## src/rtl/core/ftdt_pkg.sv

```systemverilog
// ftdt_pkg: shared types and constants for fraction_to_decimal_text
// used by the interface file, the controller, the datapath and the top level
`default_nettype none
package ftdt_pkg;
	localparam int unsigned MaxFracDigits = 9;
	localparam int unsigned NumW = 32;
	localparam int unsigned ProdW = 64;
	localparam int unsigned DigW = 5;
	// decimal digits held by the conversion register, enough for 2^31 * 10^9
	localparam int unsigned DecDigits = 19;

	localparam logic [7:0] ChZero = 8'h30;
	localparam logic [7:0] ChPoint = 8'h2e;
	localparam logic [7:0] ChMinus = 8'h2d;

	typedef struct packed {
		logic signed [31:0] numerator;
		logic signed [31:0] denominator;
		logic [3:0] fraction_digits;
	} in_item_t;

	typedef struct packed {
		logic [7:0] text_char;
		logic last_char;
		logic divide_error;
	} out_item_t;

	// controller to datapath
	typedef struct packed {
		logic load;
		logic scale_step;
		logic div_init;
		logic div_step;
		logic conv_init;
		logic conv_step;
	} dp_cmd_t;

	// datapath to controller
	typedef struct packed {
		logic den_zero;
		logic num_zero;
		logic scale_done;
		logic div_done;
		logic conv_done;
	} dp_stat_t;
endpackage
`default_nettype wire

```

## src/rtl/core/ftdt_if.sv

```systemverilog
// ftdt_if: valid/ready channel interfaces for input items and result characters
// depends on ftdt_pkg
`default_nettype none
interface ftdt_in_if;
	logic valid;
	logic ready;
	ftdt_pkg::in_item_t data;
	modport source (output valid, output data, input ready);
	modport sink (input valid, input data, output ready);
endinterface

interface ftdt_out_if;
	logic valid;
	logic ready;
	ftdt_pkg::out_item_t data;
	modport source (output valid, output data, input ready);
	modport sink (input valid, input data, output ready);
endinterface
`default_nettype wire

```

## src/rtl/core/ftdt_datapath.sv

```systemverilog
// ftdt_datapath: scaling by ten, restoring divider, shift-and-add-3 decimal conversion
// depends on ftdt_pkg; driven by ftdt_ctrl commands
`default_nettype none
module ftdt_datapath #(
	parameter int unsigned MAX_FRACTION_DIGITS = ftdt_pkg::MaxFracDigits
) (
	input wire logic clk,
	input wire logic arst_n,
	input wire ftdt_pkg::in_item_t in_item,
	input wire ftdt_pkg::dp_cmd_t cmd,
	output ftdt_pkg::dp_stat_t stat,
	input wire logic [ftdt_pkg::DigW-1:0] rd_idx,
	output logic [3:0] rd_digit,
	output logic [ftdt_pkg::DigW-1:0] n_digits,
	output logic [3:0] frac_digits,
	output logic neg
);
	import ftdt_pkg::*;

	logic [ProdW-1:0] prod_q;
	logic [NumW-1:0] dmag_q;
	logic [3:0] scale_cnt_q;
	logic [3:0] fd_q;
	logic neg_q;
	logic [ProdW-1:0] quo_q;
	logic [NumW:0] rem_q;
	logic [6:0] div_cnt_q;
	logic [ProdW-1:0] conv_q;
	logic [6:0] conv_cnt_q;
	logic [4*DecDigits-1:0] bcd_q;

	logic [NumW-1:0] nmag, dmag;
	logic [3:0] fd_sat;
	logic [NumW:0] rem_sh;
	logic rem_ge;
	logic [4*DecDigits-1:0] bcd_adj;
	logic [DigW-1:0] ndig;

	assign nmag = in_item.numerator[NumW-1] ? NumW'(-in_item.numerator) : in_item.numerator;
	assign dmag = in_item.denominator[NumW-1] ? NumW'(-in_item.denominator)
		: in_item.denominator;
	assign fd_sat = (in_item.fraction_digits > 4'(MAX_FRACTION_DIGITS))
		? 4'(MAX_FRACTION_DIGITS) : in_item.fraction_digits;

	assign rem_sh = {rem_q[NumW-1:0], quo_q[ProdW-1]};
	assign rem_ge = rem_sh >= {1'b0, dmag_q};

	// add 3 to every decimal digit of 5 or more before the next shift
	always_comb begin
		for (int k = 0; k < DecDigits; k++) begin
			bcd_adj[4*k +: 4] = (bcd_q[4*k +: 4] >= 4'd5) ? bcd_q[4*k +: 4] + 4'd3
				: bcd_q[4*k +: 4];
		end
	end

	// digit count is the position of the highest nonzero decimal digit
	always_comb begin
		ndig = '0;
		for (int k = 0; k < DecDigits; k++) begin
			if (bcd_q[4*k +: 4] != 4'd0) ndig = DigW'(k + 1);
		end
	end

	always_comb begin
		rd_digit = 4'd0;
		for (int k = 0; k < DecDigits; k++) begin
			if (rd_idx == DigW'(k)) rd_digit = bcd_q[4*k +: 4];
		end
	end

	always_ff @(posedge clk or negedge arst_n) begin
		if (!arst_n) begin
			scale_cnt_q <= '0;
			div_cnt_q <= '0;
			conv_cnt_q <= '0;
		end else begin
			if (cmd.load) begin
				scale_cnt_q <= fd_sat;
			end else if (cmd.scale_step && scale_cnt_q != '0) begin
				scale_cnt_q <= scale_cnt_q - 4'd1;
			end
			if (cmd.div_init) begin
				div_cnt_q <= 7'(ProdW);
			end else if (cmd.div_step && div_cnt_q != '0) begin
				div_cnt_q <= div_cnt_q - 7'd1;
			end
			if (cmd.conv_init) begin
				conv_cnt_q <= 7'(ProdW);
			end else if (cmd.conv_step && conv_cnt_q != '0) begin
				conv_cnt_q <= conv_cnt_q - 7'd1;
			end
		end
	end

	always_ff @(posedge clk) begin
		if (cmd.load) begin
			prod_q <= {32'd0, nmag};
			dmag_q <= dmag;
			fd_q <= fd_sat;
			neg_q <= in_item.numerator[NumW-1] ^ in_item.denominator[NumW-1];
		end else if (cmd.scale_step && scale_cnt_q != '0) begin
			prod_q <= (prod_q << 3) + (prod_q << 1);
		end
		if (cmd.div_init) begin
			quo_q <= prod_q;
			rem_q <= '0;
		end else if (cmd.div_step && div_cnt_q != '0) begin
			rem_q <= rem_ge ? rem_sh - {1'b0, dmag_q} : rem_sh;
			quo_q <= {quo_q[ProdW-2:0], rem_ge};
		end
		if (cmd.conv_init) begin
			conv_q <= quo_q;
			bcd_q <= '0;
		end else if (cmd.conv_step && conv_cnt_q != '0) begin
			conv_q <= conv_q << 1;
			bcd_q <= {bcd_adj[4*DecDigits-2:0], conv_q[ProdW-1]};
		end
	end

	assign stat.den_zero = in_item.denominator == '0;
	assign stat.num_zero = in_item.numerator == '0;
	assign stat.scale_done = scale_cnt_q == '0;
	assign stat.div_done = div_cnt_q == '0;
	assign stat.conv_done = conv_cnt_q == '0;

	assign n_digits = ndig;
	assign frac_digits = fd_q;
	assign neg = neg_q;
endmodule
`default_nettype wire

```

## src/rtl/core/ftdt_ctrl.sv

```systemverilog
// ftdt_ctrl: sequencing state machine and character emitter
// depends on ftdt_pkg; commands ftdt_datapath
`default_nettype none
module ftdt_ctrl (
	input wire logic clk,
	input wire logic arst_n,
	input wire logic in_valid,
	output logic in_ready,
	output logic out_valid,
	input wire logic out_ready,
	output ftdt_pkg::out_item_t out_data,
	output ftdt_pkg::dp_cmd_t cmd,
	input wire ftdt_pkg::dp_stat_t stat,
	output logic [ftdt_pkg::DigW-1:0] rd_idx,
	input wire logic [3:0] rd_digit,
	input wire logic [ftdt_pkg::DigW-1:0] n_digits,
	input wire logic [3:0] frac_digits,
	input wire logic neg
);
	import ftdt_pkg::*;

	typedef enum logic [5:0] {
		S_IDLE = 6'b000001,
		S_SCALE = 6'b000010,
		S_DIV = 6'b000100,
		S_CONV = 6'b001000,
		S_EMIT = 6'b010000,
		S_ONE = 6'b100000
	} state_t;

	// emit phase: sign, lead "0.", pad zeros, digits
	typedef enum logic [4:0] {
		P_SIGN = 5'b00001,
		P_LEAD0 = 5'b00010,
		P_LEADPT = 5'b00100,
		P_PAD = 5'b01000,
		P_DIG = 5'b10000
	} phase_t;

	state_t state_q;
	phase_t phase_q;
	logic [DigW-1:0] idx_q;
	logic [DigW-1:0] pad_q;
	logic pt_after_q;
	logic err_q;
	logic vld_q;
	out_item_t data_q;
	logic slot_free;
	logic emit_go;

	assign slot_free = !vld_q || out_ready;
	assign emit_go = (state_q == S_ONE || state_q == S_EMIT) && slot_free;
	assign in_ready = state_q == S_IDLE && slot_free;
	assign out_valid = vld_q;
	assign out_data = data_q;
	assign rd_idx = idx_q - DigW'(1);

	always_comb begin
		cmd = '0;
		cmd.load = in_valid && in_ready;
		cmd.scale_step = state_q == S_SCALE;
		cmd.div_init = state_q == S_SCALE && stat.scale_done;
		cmd.div_step = state_q == S_DIV;
		cmd.conv_init = state_q == S_DIV && stat.div_done;
		cmd.conv_step = state_q == S_CONV;
	end

	logic big;
	assign big = n_digits > DigW'(frac_digits);

	always_ff @(posedge clk or negedge arst_n) begin
		if (!arst_n) begin
			state_q <= S_IDLE;
			phase_q <= P_SIGN;
			vld_q <= 1'b0;
			idx_q <= '0;
			pad_q <= '0;
			pt_after_q <= 1'b0;
			err_q <= 1'b0;
			data_q <= '0;
		end else begin
			if (emit_go) vld_q <= 1'b1;
			else if (out_ready) vld_q <= 1'b0;
			unique case (state_q)
				S_IDLE: begin
					if (in_valid && in_ready) begin
						if (stat.den_zero || stat.num_zero) begin
							err_q <= stat.den_zero;
							state_q <= S_ONE;
						end else begin
							state_q <= S_SCALE;
						end
					end
				end
				S_ONE: begin
					if (slot_free) begin
						data_q <= '{text_char: ChZero, last_char: 1'b1, divide_error: err_q};
						state_q <= S_IDLE;
					end
				end
				S_SCALE: if (stat.scale_done) state_q <= S_DIV;
				S_DIV: if (stat.div_done) state_q <= S_CONV;
				S_CONV: begin
					if (stat.conv_done) begin
						state_q <= S_EMIT;
						idx_q <= n_digits;
						pt_after_q <= 1'b0;
						pad_q <= DigW'(frac_digits) - n_digits;
						phase_q <= (neg && n_digits != '0) ? P_SIGN
							: (big ? P_DIG : P_LEAD0);
					end
				end
				S_EMIT: begin
					if (slot_free) begin
						data_q.divide_error <= 1'b0;
						unique case (phase_q)
							P_SIGN: begin
								data_q.text_char <= ChMinus;
								data_q.last_char <= 1'b0;
								phase_q <= big ? P_DIG : P_LEAD0;
							end
							P_LEAD0: begin
								data_q.text_char <= ChZero;
								data_q.last_char <= 1'b0;
								phase_q <= P_LEADPT;
							end
							P_LEADPT: begin
								data_q.text_char <= ChPoint;
								data_q.last_char <= pad_q == '0 && idx_q == '0;
								if (pad_q != '0) phase_q <= P_PAD;
								else if (idx_q != '0) phase_q <= P_DIG;
								else state_q <= S_IDLE;
							end
							P_PAD: begin
								data_q.text_char <= ChZero;
								data_q.last_char <= pad_q == DigW'(1) && idx_q == '0;
								pad_q <= pad_q - DigW'(1);
								if (pad_q == DigW'(1)) begin
									if (idx_q != '0) phase_q <= P_DIG;
									else state_q <= S_IDLE;
								end
							end
							P_DIG: begin
								// point goes after the digit whose index equals frac_digits
								if (big && pt_after_q) begin
									data_q.text_char <= ChPoint;
									data_q.last_char <= idx_q == '0;
									pt_after_q <= 1'b0;
									if (idx_q == '0) state_q <= S_IDLE;
								end else begin
									data_q.text_char <= ChZero | {4'd0, rd_digit};
									idx_q <= idx_q - DigW'(1);
									if (big && rd_idx == DigW'(frac_digits)) begin
										data_q.last_char <= 1'b0;
										pt_after_q <= 1'b1;
									end else begin
										data_q.last_char <= idx_q == DigW'(1);
										if (idx_q == DigW'(1)) state_q <= S_IDLE;
									end
								end
							end
							default: phase_q <= P_SIGN;
						endcase
					end
				end
				default: state_q <= S_IDLE;
			endcase
		end
	end

	a_ready_idle: assert property (@(posedge clk) disable iff (!arst_n)
		in_ready |-> state_q == S_IDLE) else $error("ready outside idle");
	a_onehot: assert property (@(posedge clk) disable iff (!arst_n)
		$onehot(state_q)) else $error("state not one-hot");
	a_err_last: assert property (@(posedge clk) disable iff (!arst_n)
		vld_q && data_q.divide_error |-> data_q.last_char) else $error("error not last");
	a_hold: assert property (@(posedge clk) disable iff (!arst_n)
		vld_q && !out_ready |=> vld_q && $stable(data_q)) else $error("result dropped");
endmodule
`default_nettype wire

```

## src/rtl/core/fraction_to_decimal_text.sv

```systemverilog
// fraction to decimal text: an accepted transaction passes through scaling by ten,
// the restoring divide, decimal conversion and the output register; fd saturated
// one item at a time, the next accepted only after the last character; one character
// per cycle while the sink is ready; zero numerator or denominator gives a single '0'
// arst_n clears the controller, counters, output valid and data, not the datapath operands.
// depends on ftdt_pkg, ftdt_if, ftdt_ctrl, ftdt_datapath
`default_nettype none
module fraction_to_decimal_text #(
	parameter int unsigned MAX_FRACTION_DIGITS = ftdt_pkg::MaxFracDigits
) (
	input wire logic clk,
	input wire logic arst_n,
	ftdt_in_if.sink in_ch,
	ftdt_out_if.source out_ch
);
	import ftdt_pkg::*;

	dp_cmd_t cmd;
	dp_stat_t stat;
	logic [DigW-1:0] rd_idx, n_digits;
	logic [3:0] rd_digit, frac_digits;
	logic neg;

	ftdt_ctrl u_ctrl (
		.clk, .arst_n,
		.in_valid(in_ch.valid), .in_ready(in_ch.ready),
		.out_valid(out_ch.valid), .out_ready(out_ch.ready), .out_data(out_ch.data),
		.cmd, .stat, .rd_idx, .rd_digit, .n_digits, .frac_digits, .neg
	);

	ftdt_datapath #(.MAX_FRACTION_DIGITS(MAX_FRACTION_DIGITS)) u_dp (
		.clk, .arst_n, .in_item(in_ch.data),
		.cmd, .stat, .rd_idx, .rd_digit, .n_digits, .frac_digits, .neg
	);
endmodule
`default_nettype wire
```

## src/flat_wrapper.sv

```systemverilog
// flat-port wrapper written by rule: the top's interface ports become plain ports
module fraction_to_decimal_text_flat import ftdt_pkg::*;
#(
	parameter int unsigned MAX_FRACTION_DIGITS = ftdt_pkg::MaxFracDigits
)
  (clk, arst_n, in_ch_valid, in_ch_data, in_ch_ready, out_ch_valid, out_ch_data, out_ch_ready);
  ftdt_in_if in_ch_i ();
  ftdt_out_if out_ch_i ();
  input wire logic clk;
  input wire logic arst_n;
  input wire logic [$bits(in_ch_i.valid)-1:0] in_ch_valid;
  input wire logic [$bits(in_ch_i.data)-1:0] in_ch_data;
  output wire logic [$bits(in_ch_i.ready)-1:0] in_ch_ready;
  output wire logic [$bits(out_ch_i.valid)-1:0] out_ch_valid;
  output wire logic [$bits(out_ch_i.data)-1:0] out_ch_data;
  input wire logic [$bits(out_ch_i.ready)-1:0] out_ch_ready;
  assign in_ch_i.valid = in_ch_valid;
  assign in_ch_i.data = in_ch_data;
  assign in_ch_ready = in_ch_i.ready;
  assign out_ch_valid = out_ch_i.valid;
  assign out_ch_data = out_ch_i.data;
  assign out_ch_i.ready = out_ch_ready;
  fraction_to_decimal_text #(.MAX_FRACTION_DIGITS(MAX_FRACTION_DIGITS)) u_core (.clk(clk), .arst_n(arst_n), .in_ch(in_ch_i), .out_ch(out_ch_i));
endmodule
```

## config.mk

```make
export PLATFORM = sky130hd
export DESIGN_NAME = fraction_to_decimal_text_flat
export DESIGN_NICKNAME = d
export VERILOG_FILES = /design/src/rtl/core/ftdt_pkg.sv /design/src/rtl/core/ftdt_if.sv /design/src/rtl/core/ftdt_datapath.sv /design/src/rtl/core/ftdt_ctrl.sv /design/src/rtl/core/fraction_to_decimal_text.sv /design/src/flat_wrapper.sv
export SDC_FILE = /design/constraint.sdc
export NUM_CORES = 1
export LEC_CHECK = 0
export ABC_CLOCK_PERIOD_IN_PS = 9700
export BUFFER_PORTS_ARGS = -buffer_cell sky130_fd_sc_hd__buf_4
export CORE_ASPECT_RATIO = 2
export CORE_MARGIN = 1.5
export CORE_UTILIZATION = 55
export DETAILED_ROUTE_END_ITERATION = 10
export PLACE_DENSITY_LB_ADDON = 0.12
export SETUP_SLACK_MARGIN = 0.1
export SLEW_MARGIN = 5
export SYNTH_ARGS = -nofsm -noshare
export SYNTH_HDL_FRONTEND = slang
export SYNTH_SLANG_ARGS = --single-unit
```

## constraint.sdc

```tcl
create_clock -name clk -period 9.7 [get_ports clk]
set_clock_uncertainty 0.2 [all_clocks]
set_input_delay 0.97 -clock clk [delete_from_list [all_inputs] [get_ports clk]]
set_output_delay 0.97 -clock clk [all_outputs]
set_load 0.01 [all_outputs]
```

After elaboration in Yosys (flattened, before gate mapping)
Index checks and enable logic that the tools add are counted.
{"block": "word_totals", "input_bits": 72, "memories": 0, "wordCells": 310, "reg_bits": 389, "mem_bits_rw": 0, "out_inout_bits": 12, "romBits": 0, "latchBits": 0}
{"block": "classes", "mul": 0, "n_addsub": 29, "magnitude_cmp": 22, "n_bitwise": 1, "shifts": 0, "n_eq_ne": 50, "n_div": 0, "n_reduce_logical": 64, "muxes": 121}
{"operator": "two-way mux 64 bit", "count": 4}
{"operator": "two-way mux 4 bit", "count": 40}
{"operator": "two-way mux 5 bit", "count": 32}
{"operator": "two-way mux 32 bit", "count": 4}
{"operator": "two-way mux 6 bit", "count": 15}
{"operator": "nonzero test 4 bit", "count": 20}
{"operator": "greater-or-equal comparator 4 x 3 -> 1 bit, second input constant", "count": 19}
{"operator": "adder 4 x 2 -> 4 bit, second input constant", "count": 18}
{"operator": "adder 64 bit", "count": 1}
{"operator": "zero test 32 bit", "count": 2}
{"operator": "negation 32 bit", "count": 2}
{"operator": "== test 5 x 4 -> 1 bit, second input constant", "count": 9}
{"operator": "case mux 9 bit (5 select lines)", "count": 1}
{"operator": "case mux 6 bit (6 select lines)", "count": 1}
{"operator": "greater-or-equal comparator 33 x 32 -> 1 bit", "count": 1}
{"operator": "subtractor 32 bit", "count": 1}
{"operator": "two-way mux 31 bit", "count": 1}
{"operator": "case mux 5 bit (2 select lines)", "count": 3}
{"operator": "two-way mux 7 bit", "count": 4}
{"operator": "== test 5 x 3 -> 1 bit, second input constant", "count": 5}
{"operator": "case mux 5 bit (5 select lines)", "count": 1}
{"operator": "== test 5 x 1 -> 1 bit, second input constant", "count": 4}
{"operator": "== test 5 bit, second input constant", "count": 4}
{"operator": "two-way mux 10 bit", "count": 2}
{"operator": "other kinds (41)", "count": 93}

Longest topological paths before layout
{"block": "depth", "word_depth": 27, "depth_mapped": 21, "ltp_nobuf": 21}

Hierarchy
Synthesis repeated with hierarchy kept, for this count alone.
{"block": "hier_totals", "hier_cells": 2730, "hier_area_um2": 24990.2}
{"mod": "ftdt_datapath", "instances": 1, "area_per_inst_um2": 22511.6, "cells_each": 2427, "seq_area_each_um2": 9168.8}
{"mod": "ftdt_ctrl", "instances": 1, "area_per_inst_um2": 2478.6, "cells_each": 303, "seq_area_each_um2": 803.3}

Worst setup path after synthesis
OpenSTA, ideal clock, no wires.
{"block": "synth_path", "path_kind": "reg2reg", "start": "register u_core.u_dp.div_cnt_q[0]", "end": "register u_core.u_dp.conv_q[0], enable pin", "arrival_ps": 5754, "setup_slack_ps": 3172, "synth_period_minus_slack_ps": 6528, "path_buffers": 0, "t_required_ps": 8926, "setup_time_ps": 574, "path_stages_with_launch": 8, "path_cell_list": "dfrtp_1 -> inv_1 -> ha_1 -> nand2b_1 -> or4_1 -> inv_1 -> nand2_1 -> o21ai_0"}
{"block": "synth_between", "elab_chain_cells": 3}
{"element": "start: declaration", "line_no": "ftdt_datapath.sv:27", "text": "logic [6:0] div_cnt_q;"}
{"element": "start signal: assignment", "line_no": "ftdt_datapath.sv:83", "text": "div_cnt_q <= 7'(ProdW);"}
{"element": "start signal: assignment", "line_no": "ftdt_datapath.sv:85", "text": "div_cnt_q <= div_cnt_q - 7'd1;"}
{"element": "zero test 7 bit", "line_no": "ftdt_datapath.sv:123", "text": "assign stat.div_done = div_cnt_q == '0;"}
{"element": "logical AND 1 bit", "line_no": "ftdt_ctrl.sv:64", "text": "cmd.conv_init = state_q == S_DIV && stat.div_done;"}
{"element": "nonzero test 2 bit (no line)"}
{"element": "end signal: assignment", "line_no": "ftdt_datapath.sv:112", "text": "conv_q <= quo_q;"}
{"element": "end signal: assignment", "line_no": "ftdt_datapath.sv:115", "text": "conv_q <= conv_q << 1;"}
{"element": "end: declaration", "line_no": "ftdt_datapath.sv:28", "text": "logic [ProdW-1:0] conv_q;"}
Every way passes these cells.
A chain may end at the register's enable or synchronous reset.

Worst setup path after layout
{"block": "layout_path", "start": "register u_core.u_dp.bcd_q[0]", "end": "register u_core.u_ctrl.idx_q[2]"}
{"block": "layout_between", "elab_chain_cells": 24}
{"element": "start: declaration", "line_no": "ftdt_datapath.sv:30", "text": "logic [4*DecDigits-1:0] bcd_q;"}
{"element": "start signal: assignment", "line_no": "ftdt_datapath.sv:116", "text": "bcd_q <= {bcd_adj[4*DecDigits-2:0], conv_q[ProdW-1]};"}
{"element": "nonzero test 4 bit", "line_no": "ftdt_datapath.sv:60", "text": "if (bcd_q[4*k +: 4] != 4'd0) ndig = DigW'(k + 1);"}
{"element": "two-way mux 1 bit", "line_no": "ftdt_datapath.sv:60"}
{"element": "two-way mux 5 bit (18 in a row)", "line_no": "ftdt_datapath.sv:60"}
{"element": "> comparator 5 x 4 -> 1 bit", "line_no": "ftdt_ctrl.sv:69", "text": "assign big = n_digits > DigW'(frac_digits);"}
{"element": "logical AND 1 bit", "line_no": "ftdt_ctrl.sv:145", "text": "if (big && pt_after_q) begin"}
{"element": "!= test 2 bit (no line)"}
{"element": "AND reduction 5 bit (no line)"}
{"element": "end signal: assignment", "line_no": "ftdt_ctrl.sv:106", "text": "idx_q <= n_digits;"}
{"element": "end signal: assignment", "line_no": "ftdt_ctrl.sv:152", "text": "idx_q <= idx_q - DigW'(1);"}
{"element": "end: declaration", "line_no": "ftdt_ctrl.sv:42", "text": "logic [DigW-1:0] idx_q;"}
Every way passes these cells.

==> results.txt <==
The run finished with clean final reports. The ratio of total power to cell area is 253 mW/mm^2. The leakage power is 0.0110 uW. The first global-routing pass estimated 106,000 um of wire.

The per-cell via count in the routed design is 6.06. The cell count after synthesis is 2,901. The share of the clock period used by the worst path is 52.2%. The detailed-router iteration count before antenna repair is 5. The starting density of the core came out at 55.7%. The number of vias in the routed layout is 21,234. The peak supply drop came out at 0.000230 V. The number of antenna-violating nets in the routed design is 0. The headroom to the max-slew limit is 22.8%. Entering global routing, the biggest net connects 86 pins. The count of yosys warnings during synthesis came out at 0. The level count of the clock H-tree is 2. The clock transition at the registers of the reported paths is 0.07 ns.

The completed layout was analyzed and its total power is 6930 uW. The number of filler instances in the final layout is 3,989. The startpoint class of the critical path is a flop.

The setup slack after placement came out at 4.71 ns. The startpoint-to-endpoint class of the critical path is reg2reg. The number of clock sinks is 387. The actual slew at the worst max-slew pin came out at 1.16 ns. The global-route usage over all layers came out at 27.7%. Summed over all failing endpoints, the final setup total negative slack is 0 ns. The post-layout minimum cycle time came out at 5.06 ns. The width of the die came out at 154 um. The post-cts gate resize count came out at 0.

The hold violation count in the final report is 0. The worst setup path is captured at a flop. The average footprint of a synthesized cell is 8.64 sq um. TritonCTS built the clock tree. The maximum fanout along the worst path is 10. The tree is rooted in a clkbuf_16. The share of synthesized flip-flops with an asynchronous set or reset came out at 12.9%.

The die span in y is 305 um. Setup violations remaining at the end of the flow were counted as 0. The via count of the first global-routing pass was 21,400.

Relative to the synthesized area, the layout overhead comes to 9.34%. The total of max-cap violations came out at 0. Static timing analysis puts the maximum clock frequency at 0.197 GHz. The max-slew violation total from the final report came out at 0.

The count of flip-flops with a built-in enable after synthesis came out at 197. The number of antenna violations at the first check in global routing is 0. During placement, the flow inserted port buffers numbering 81. The register bit count reported by yosys came out at 387.

The HPWL after detailed placement is 46,600 um. The CTS buffer count is 38. The area of the core came out at 0.0450 sq mm.

The total setup buffers inserted after CTS came out at 0. The routed wire length came out at 64,700 um. The overall overflow remaining after global route is 0.

The die area is 0.0470 sq mm. Setup repair after global routing left no endpoint under its margin. The sequential cell area fraction in the yosys report is 39.8%.

The post-synthesis instance area came out at 0.0251 sq mm. The number of DRC markers after the initial detailed-route iteration came out at 1,170. The number of placement rows came out at 110.

The boundary pin count is 84. The required arrival time at the worst endpoint is 9.93 ns. The number of antenna diodes in the final layout is 0. The latest clock arrival within the worst-skew pair is 0.55 ns.

Registers take 0.00997 sq mm. The min-delay analysis places its worst path in the category in2async. The routability congestion estimate is 0.953. The area of the multi-input gates came out at 0.0142 sq mm. The fraction of final layout cells with drive strength greater than 1 is 8.87%.

The net count of the finished layout is 3,140. The hold buffer count at cts is 0. The most used flip-flop cell after synthesis is edfxtp_1. The unique cell type count in the Yosys netlist came out at 85. The arrival time reported for the critical path endpoint came out at 5.30 ns. After detailed routing, the average wire length per cell comes to 18.5 um. The deepest clock path buffer count came out at 3. The residual DRC count came out at 0. The final worst slack came out at 4.64 ns.
[cells in the mapped netlist (48+ instances only)]
| library cell | instances | area [sq um] |
|---|---|---|
| a21oi_1 | 245 | 1230 |
| ha_1 | 151 | 1890 |
| dfrtp_1 | 48 | 1200 |
| nand3_1 | 81 | 405 |
| xnor2_1 | 118 | 1030 |
| xor2_1 | 54 | 473 |
| inv_1 | 131 | 492 |
| o21ai_0 | 258 | 1290 |
| edfxtp_1 | 197 | 5920 |
| dfxtp_1 | 140 | 2800 |
| mux2_2 | 65 | 732 |
| nand2_1 | 461 | 1730 |
| nor2_1 | 201 | 754 |
| clkbuf_1 | 113 | 424 |
[metal layers]
layer | GRT usage (%) | wire (um) | vias up
li1 | - | - | 10394
met1 | 29.3 | 24300 | 10122
met2 | 52.8 | 34400 | 513
met3 | 2.09 | 1890 | 205
met4 | 16.8 | 4110 | 0
met5 | 0 | 0 | -
[stage by stage]
step | util (%) | cell area (sq um) | std cells | hold slack (ns)
after floorplan | - | 25100 | 2902 | 0.242
after global placement | 58.0 | 26100 | 3434 | 0.257
after detailed placement | 58.0 | 26100 | 3434 | 0.254
after CTS | 60.9 | 27400 | 3503 | 0.272
after global routing | 60.9 | 27400 | 3503 | 0.293
final | 60.9 | 27400 | 3503 | 0.263
[placed cells by master, fill, tap and decap left out, drive strengths merged, types with 18 or more instances in the layout]
cell type  instances
nand2            462
o21ai            264
a21oi            245
nor2             201
edfxtp           197
ha               151
dfxtp            140
inv              135
xnor2            118
buf              101
nand3             81
mux2              65
xor2              54
clkbuf            50
dfrtp             48
nand2b            46
a21o              41
nor3b             40
nor3              36
or3               35
a211oi            34
mux2i             32
o21a              29
o31ai             28
o22ai             26
nor2b             20
nand4             19
a31oi             18
[where the power goes]
group	internal [uW]	switching, uW
registers	2080	241
clock network	944	661
logic	1140	1870
[registers in the layout, summed over array words and instances, names as in the netlist, 5 cells and up]
name                    flops
u_core.u_dp.bcd_q          76
u_core.u_dp.conv_q         64
u_core.u_dp.prod_q         64
u_core.u_dp.quo_q          64
u_core.u_dp.dmag_q         32
u_core.u_dp.rem_q          32
u_core.u_ctrl.out_data      8
u_core.u_dp.conv_cnt_q      7
u_core.u_dp.div_cnt_q       7
u_core.u_ctrl.state_q       6
u_core.u_ctrl.idx_q         5
u_core.u_ctrl.pad_q         5
u_core.u_ctrl.phase_q       5
[cells by family after synthesis]
family	count (synthesis)	synth area share, %
buf+inv	261	3.95
other cells	1	0.0150
simple gates	1017	18.7
compound gates	812	19.6
mux	97	4.20
fa+ha+maj	154	7.77
xor+xnor	172	6.01
flops	387	39.8
[worst paths after layout]
kind / depth (start not counted) / end / slack (ns) / startpoint
setup / recovery: 20 / u_core.u_ctrl.idx_q[2] / 4.64 / u_core.u_dp.bcd_q[0]
hold / removal: 1 / u_core.u_ctrl.pad_q[2] / 0.26 / arst_n
setup reg to reg: 20 / u_core.u_ctrl.idx_q[2] / 4.64 / u_core.u_dp.bcd_q[0]
hold reg to reg: 1 / u_core.u_ctrl.out_data[7] / 0.26 / u_core.u_ctrl.out_data[7]
max in group asynchronous: 1 / u_core.u_dp.conv_cnt_q[2] / 8.55 / arst_n
min in group clk: 1 / u_core.u_ctrl.out_data[7] / 0.26 / u_core.u_ctrl.out_data[7]
[worst max-delay path, stage by stage, from the launching register on]
cell	delay, ns
dfxtp_1	0.39
inv_1	0.09
ha_1	0.24
nor3b_1	0.17
o41ai_1	0.26
a31oi_1	0.12
o21ai_0	0.24
a21oi_1	0.11
o211ai_1	0.20
a21oi_1	0.11
o21ai_0	0.26
ha_1	0.24
nor2b_1	0.05
o21ai_0	0.23
a21boi_0	0.16
o21bai_1	0.43
nand2_1	0.31
and2_1	0.29
o21bai_1	0.53
nor2_1	0.11
o22a_1	0.20
[layout make-up]
| cell class | count | area share (%) |
|---|---|---|
| Tap cell | 560 | 2.56 |
| Sequential cell | 387 | 36.4 |
| Timing Repair Buffer | 101 | 2.77 |
| Inverter | 132 | 1.81 |
| Clock buffer | 50 | 3.78 |
| Clock inverter | 19 | 1.01 |
| Multi-Input combinational cell | 2254 | 51.7 |
Note: power is estimated with default switching activity, not from simulation.
